==> src/rtl/iaq_pkg.sv <==
// ----------------------------------------------------------------------------
// iaq_pkg: shared types and constants for the int8 absmax quantizer
// Word formats for both channels, block sizing and fixed-point constants.
// ----------------------------------------------------------------------------
package iaq_pkg;

   // block sizing
   localparam int BLOCK_DEPTH = 64;
   localparam int IDX_W       = (BLOCK_DEPTH > 1) ? $clog2(BLOCK_DEPTH) : 1;
   localparam int CNT_W       = $clog2(BLOCK_DEPTH + 1);

   // field widths
   localparam int SAMPLE_W = 24;
   localparam int CODE_W   = 8;

   // divider operand widths: numerator 254*mag + m < 2^31, divisor 2*m <= 2^24
   localparam int NUM_W  = 31;
   localparam int DEN_W  = SAMPLE_W + 1;
   localparam int QUO_W  = 8;
   localparam int STEP_W = $clog2(QUO_W);

   // fixed-point constants
   localparam logic [SAMPLE_W-1:0] ONE_Q16    = SAMPLE_W'(65536);
   localparam logic [CODE_W-1:0]   CODE_LIMIT = CODE_W'(127);
   localparam logic [CODE_W-1:0]   TWICE_LIMIT = CODE_W'(254);

   // input word
   typedef struct packed {
      logic signed [SAMPLE_W-1:0] sample;
      logic                       last;
   } req_word_type;

   // result word
   typedef struct packed {
      logic signed [CODE_W-1:0] code;
      logic [SAMPLE_W-1:0]      max_magnitude;
      logic                     last_res;
   } rsp_word_type;

   // divider status toward the sequencer
   typedef struct packed {
      logic busy;
      logic done;
   } div_status_type;

   // magnitude of a two's complement sample; most negative gives 2^23
   function automatic logic [SAMPLE_W-1:0] abs_sample(input logic [SAMPLE_W-1:0] s);
      abs_sample = s[SAMPLE_W-1] ? (~s + SAMPLE_W'(1)) : s;
   endfunction

endpackage

==> src/rtl/iaq_div.sv <==
// ----------------------------------------------------------------------------
// iaq_div: iterative restoring divider
// Produces an 8-bit quotient, one bit per cycle, for numerators known to be
// below 256 times the divisor.
// ----------------------------------------------------------------------------
module iaq_div (
   input  logic                             clock,
   input  logic                             reset,
   input  logic                             start,
   input  logic [iaq_pkg::NUM_W-1:0]        numerator,
   input  logic [iaq_pkg::DEN_W-1:0]        divisor,
   output iaq_pkg::div_status_type          status,
   output logic [iaq_pkg::QUO_W-1:0]        quotient
);

   localparam int SH_W = iaq_pkg::DEN_W + iaq_pkg::QUO_W - 1;

   logic [iaq_pkg::NUM_W-1:0]  rem_ff, rem_in;
   logic [SH_W-1:0]            dsh_ff, dsh_in;
   logic [iaq_pkg::QUO_W-1:0]  quo_ff, quo_in;
   logic [iaq_pkg::STEP_W-1:0] step_ff, step_in;
   logic                       busy_ff, busy_in;
   logic                       fits;
   logic                       last_step;

   // trial subtract against the shifted divisor
   assign fits      = SH_W'(rem_ff) >= dsh_ff;
   assign last_step = step_ff == iaq_pkg::STEP_W'(iaq_pkg::QUO_W - 1);

   always_comb begin
      rem_in  = rem_ff;
      dsh_in  = dsh_ff;
      quo_in  = quo_ff;
      step_in = step_ff;
      busy_in = busy_ff;
      if (start) begin
         rem_in  = numerator;
         dsh_in  = {divisor, (iaq_pkg::QUO_W - 1)'(0)};
         quo_in  = '0;
         step_in = '0;
         busy_in = 1'b1;
      end else if (busy_ff) begin
         if (fits) begin
            rem_in = rem_ff - iaq_pkg::NUM_W'(dsh_ff);
         end
         dsh_in  = dsh_ff >> 1;
         quo_in  = {quo_ff[iaq_pkg::QUO_W-2:0], fits};
         step_in = step_ff + iaq_pkg::STEP_W'(1);
         busy_in = !last_step;
      end
   end

   always_ff @(posedge clock) begin
      if (reset) begin
         busy_ff <= 1'b0;
      end else begin
         busy_ff <= busy_in;
      end
      rem_ff  <= rem_in;
      dsh_ff  <= dsh_in;
      quo_ff  <= quo_in;
      step_ff <= step_in;
   end

   // final bit joins the quotient in the cycle it is found
   assign status.busy = busy_ff;
   assign status.done = busy_ff && last_step;
   assign quotient    = {quo_ff[iaq_pkg::QUO_W-2:0], fits};

endmodule

==> src/rtl/int8_absmax_quantizer_unit.sv <==
// ----------------------------------------------------------------------------
// int8_absmax_quantizer_unit: symmetric int8 absmax quantizer
// Buffers a block of Q7.16 samples and emits one int8 code per sample.
// ----------------------------------------------------------------------------
// Samples load at one word per cycle into a 64-entry store while the largest
// magnitude is tracked. The word flagged last starts emission: the input is
// stalled and the store is walked in arrival order, each code being
// round(sample*127/M) (half away from zero), where M is the block maximum or
// 1.0 for an all-zero block. Each code passes through one store read, one
// multiply, eight steps of the shared restoring divider and an output state
// that holds while the output is stalled. Samples beyond the store depth are
// dropped.
// ----------------------------------------------------------------------------
module int8_absmax_quantizer_unit (
   input  logic                  clock,
   input  logic                  reset,
   input  logic                  req_valid,
   output logic                  req_stall,
   input  iaq_pkg::req_word_type req_data,
   output logic                  rsp_valid,
   input  logic                  rsp_stall,
   output iaq_pkg::rsp_word_type rsp_data
);

   localparam logic [2:0] S_LOAD = 3'd0;
   localparam logic [2:0] S_READ = 3'd1;
   localparam logic [2:0] S_MUL  = 3'd2;
   localparam logic [2:0] S_DIV  = 3'd3;
   localparam logic [2:0] S_OUT  = 3'd4;

   logic [2:0]                      state_ff, state_in;
   logic [iaq_pkg::CNT_W-1:0]       fill_ff, fill_in;
   logic [iaq_pkg::SAMPLE_W-1:0]    max_ff, max_in;
   logic [iaq_pkg::SAMPLE_W-1:0]    m_ff, m_in;
   logic [iaq_pkg::CNT_W-1:0]       count_ff, count_in;
   logic [iaq_pkg::IDX_W-1:0]       idx_ff, idx_in;
   logic                            rsp_valid_ff, rsp_valid_in;
   iaq_pkg::rsp_word_type           rsp_data_ff, rsp_data_in;

   logic [iaq_pkg::SAMPLE_W-1:0]    store_mem [iaq_pkg::BLOCK_DEPTH];
   logic [iaq_pkg::SAMPLE_W-1:0]    rd_data_ff;

   logic                            req_take;
   logic                            rsp_take;
   logic                            store_en;
   logic [iaq_pkg::SAMPLE_W-1:0]    in_mag;
   logic [iaq_pkg::CNT_W-1:0]       fill_next;
   logic [iaq_pkg::SAMPLE_W-1:0]    max_next;
   logic [iaq_pkg::SAMPLE_W-1:0]    rd_mag;
   logic [iaq_pkg::NUM_W-1:0]       num;
   logic                            div_start;
   iaq_pkg::div_status_type         div_status;
   logic [iaq_pkg::QUO_W-1:0]       quotient;
   logic [iaq_pkg::CODE_W-1:0]      q_clamped;
   logic                            is_final;

   assign req_take = req_valid && !req_stall;
   assign rsp_take = rsp_valid_ff && !rsp_stall;

   // load side: store while room remains, track the largest magnitude
   assign in_mag    = iaq_pkg::abs_sample(req_data.sample);
   assign store_en  = req_take && (fill_ff < iaq_pkg::CNT_W'(iaq_pkg::BLOCK_DEPTH));
   assign fill_next = fill_ff + iaq_pkg::CNT_W'(store_en);
   assign max_next  = (store_en && in_mag > max_ff) ? in_mag : max_ff;

   // numerator 254*|s| + M; divisor 2*M
   assign rd_mag    = iaq_pkg::abs_sample(rd_data_ff);
   assign num       = iaq_pkg::NUM_W'(rd_mag) * iaq_pkg::NUM_W'(iaq_pkg::TWICE_LIMIT)
                      + iaq_pkg::NUM_W'(m_ff);
   assign div_start = state_ff == S_MUL;

   iaq_div u_div (
      .clock     (clock),
      .reset     (reset),
      .start     (div_start),
      .numerator (num),
      .divisor   ({m_ff, 1'b0}),
      .status    (div_status),
      .quotient  (quotient)
   );

   assign q_clamped = (quotient > iaq_pkg::CODE_LIMIT) ? iaq_pkg::CODE_LIMIT : quotient;
   assign is_final  = (iaq_pkg::CNT_W'(idx_ff) + iaq_pkg::CNT_W'(1)) == count_ff;

   // sequencer
   always_comb begin
      state_in     = state_ff;
      fill_in      = fill_ff;
      max_in       = max_ff;
      m_in         = m_ff;
      count_in     = count_ff;
      idx_in       = idx_ff;
      rsp_valid_in = rsp_valid_ff;
      rsp_data_in  = rsp_data_ff;
      unique case (state_ff)
         S_LOAD: begin
            if (req_take) begin
               fill_in = fill_next;
               max_in  = max_next;
               if (req_data.last) begin
                  m_in     = (max_next == '0) ? iaq_pkg::ONE_Q16 : max_next;
                  count_in = fill_next;
                  idx_in   = '0;
                  if (fill_next == '0) begin
                     fill_in = '0;
                     max_in  = '0;
                  end else begin
                     state_in = S_READ;
                  end
               end
            end
         end
         S_READ: begin
            state_in = S_MUL;
         end
         S_MUL: begin
            state_in = S_DIV;
         end
         S_DIV: begin
            if (div_status.done) begin
               rsp_valid_in          = 1'b1;
               rsp_data_in.code      = rd_data_ff[iaq_pkg::SAMPLE_W-1] ?
                                       (~q_clamped + iaq_pkg::CODE_W'(1)) : q_clamped;
               rsp_data_in.max_magnitude = m_ff;
               rsp_data_in.last_res  = is_final;
               state_in              = S_OUT;
            end
         end
         S_OUT: begin
            if (rsp_take) begin
               rsp_valid_in = 1'b0;
               if (is_final) begin
                  fill_in  = '0;
                  max_in   = '0;
                  state_in = S_LOAD;
               end else begin
                  idx_in   = idx_ff + iaq_pkg::IDX_W'(1);
                  state_in = S_READ;
               end
            end
         end
         default: begin
            state_in = S_LOAD;
         end
      endcase
   end

   always_ff @(posedge clock) begin
      if (reset) begin
         state_ff     <= S_LOAD;
         fill_ff      <= '0;
         max_ff       <= '0;
         rsp_valid_ff <= 1'b0;
      end else begin
         state_ff     <= state_in;
         fill_ff      <= fill_in;
         max_ff       <= max_in;
         rsp_valid_ff <= rsp_valid_in;
      end
      m_ff        <= m_in;
      count_ff    <= count_in;
      idx_ff      <= idx_in;
      rsp_data_ff <= rsp_data_in;
   end

   // sample store: write on load, registered read at the emit index
   always_ff @(posedge clock) begin
      if (store_en) begin
         store_mem[fill_ff[iaq_pkg::IDX_W-1:0]] <= req_data.sample;
      end
      rd_data_ff <= store_mem[idx_ff];
   end

   assign req_stall = state_ff != S_LOAD;
   assign rsp_valid = rsp_valid_ff;
   assign rsp_data  = rsp_data_ff;

endmodule

==> config.mk <==
export PLATFORM = sky130hd
export DESIGN_NAME = int8_absmax_quantizer_unit
export DESIGN_NICKNAME = d
export VERILOG_FILES = /design/src/rtl/iaq_pkg.sv /design/src/rtl/iaq_div.sv /design/src/rtl/int8_absmax_quantizer_unit.sv
export SDC_FILE = /design/constraint.sdc
export NUM_CORES = 2
export LEC_CHECK = 0
export BUFFER_PORTS_ARGS = -buffer_cell sky130_fd_sc_hd__buf_2
export CORE_AREA = 2 2 337 339
export DETAILED_ROUTE_END_ITERATION = 8
export DIE_AREA = 0 0 339 341
export PLACE_DENSITY_LB_ADDON = 0.1
export SLEW_MARGIN = 5
export SYNTH_ARGS = -nofsm -noshare
export SYNTH_HDL_FRONTEND = slang
export SYNTH_HIERARCHICAL = 1
export SYNTH_SLANG_ARGS = --single-unit
==> constraint.sdc <==
create_clock -name clock -period 22.2 [get_ports clock]
set_input_delay 2.22 -clock clock [delete_from_list [all_inputs] [get_ports clock]]
set_output_delay 2.22 -clock clock [all_outputs]
set_load 0.02 [all_outputs]
==> flow_summary.toml <==
[cells_and_area]
final_layout_size_suffix_gt1_share_pct = 16.56
layout.nets = 5120
fillCellCount = 6687
final_area_um2 = 83380
area_growth_pct = 10.35

[worst_setup_path]
path_max_fanout = 6
worstPathRequired_ps = 22680
crit_type = "flop to flop"
cpMostUsedCell = "fa_1"
path_delay_family = "adder cells"
max_stage_delay_ps = 550
cp_slowest_cell = "fa_1"
crit_path_start_kind = "flop"
end_kind = "flop"
critPathArrivalTime_ps = 9480
path_buf_inv = 2

[floorplan]
fp-row-count = 123
die_w_um = 339
ios = 64
die_area_um2 = 115600
coreArea_um2 = 111900
start_util_pct = 67.53
die_h_um = 341

[clocking]
h-tree-depth = 4
post_cts_buffers = 0
cts_tree = "built"
cts_hold_buf = 0
clockBufferDepth = 3
cts_buffers = 170
clock_sinks = 1739
clk_latency_ps = 790
clockRootBuffer = "clkbuf_16"
path_clk_slew_ps = 60
postCtsResizedCells = 0

[timing]
clock.fmax_ghz = 0.1110
finalMaxSlewViolations = 0
setup_viol = 0
tightest_slew_ps = 1171
finalCriticalPeriod_ps = 9008
grt_setup_unrepaired = "false"
fin_setup_tns_ps = 0
final.period_utilization_pct = 40.57
finalHoldViolCount = 0
fin_skew_ps = 47.50
slew_headroom_pct = 21.84

[min_path]
min-delay-path-class = "flop to flop"

[global_route]
grt-ovfl-total = 0
grt_pass1_wl_um = 279600
grt_pass1_vias = 42631
track_usage_pct = 33.44
antenna_found_initial = 20
grt_max_degree = 144

[placement]
portBuffers = 63
gp_congestion = 0.9147
place_area_um2 = 78050
dp_hpwl_um = 112900

[synthesis]
yosys_warnings = 6
syn_nets = 4983
synth_cells = 4742
synth_area_um2 = 75560
syn_avg_cell_area_um2 = 15.93

[job]
maxCapViolCount = 0

[route]
dr.pass1.iters = 6
antenna_left = 0
drc_errors = 0
wl_per_cell_um = 29.58
num_vias = 43473
vias_per_cell = 6.672
totalWireLength_um = 192800
drt-initial-drc-count = 5040

[run_status]
status = "finished clean"
==> cell type report <==
cell class	count	area [um2]	share of cell area, %
antenna	3	7.507	0.009003
clock inverter	71	564.3	0.6767
sequential	1739	51450	61.70
tap	1500	1877	2.251
timing repair buffer	184	1274	1.528
inverter	247	927.1	1.112
multi-input combinational	2537	22530	27.01
clock buffer	235	4758	5.707
==> sequential cells by signal, indices dropped and copies added, names as in the netlist <==
name / cells
store_mem: 1536
rsp_data: 33
u_div/dsh_ff: 32
u_div/rem_ff: 31
m_ff: 24
max_ff: 24
rd_data_ff: 24
count_ff: 7
fill_ff: 7
u_div/quo_ff: 7
idx_ff: 6
state_ff: 3
u_div/step_ff: 3
rsp_valid: 1
u_div/busy_ff: 1
==> final timing paths <==
kind | start | endpoint | slack (ps) | depth (start not counted)
min reg2reg | max_ff[2] | max_ff[2] | 490 | 1
max reg2reg | rd_data_ff[3] | u_div/rem_ff[30] | 13190 | 31
min | max_ff[2] | max_ff[2] | 490 | 1
max | rd_data_ff[3] | u_div/rem_ff[30] | 13190 | 31
==> through the flow <==
stage / worst slack [ps] / std cells / utilization, % / hold WS [ps]
floorplan: 14070 / 4742 / - / 448.8
global placement: 13430 / 6207 / 69.76 / 471.0
detailed placement: 13240 / 6207 / 69.76 / 473.7
CTS: 13210 / 6513 / 74.52 / 483.2
global route: 12520 / 6513 / 74.52 / 501.9
finish: 13190 / 6516 / 74.53 / 486.6
==> per-layer routing <==
layer / share of wire (%) / vias to the layer above / global-route usage (%)
li1: - / 18794 / -
met3: 11 / 464 / 7.843
met2: 48 / 2317 / 53.41
met5: 0.031 / - / 0
met1: 37 / 21890 / 44.95
met4: 4.3 / 8 / 13.89
==> placed cells by master (no fill, tap or decap), drive strengths merged, types with 66 or more instances in the layout <==
cell type	count
edfxtp	1662
mux2i	306
a21oi	295
nand2	249
inv	247
clkbuf	235
mux4	216
o21ai	214
buf	184
nor2	181
ha	136
o22ai	107
o221ai	99
mux2	98
xnor2	81
dfxtp	77
fa	76
xor2	66
Power is left out: the tool's default activity adds up to more than one toggle a clock period on the data nets, which glitch-free logic cannot reach.
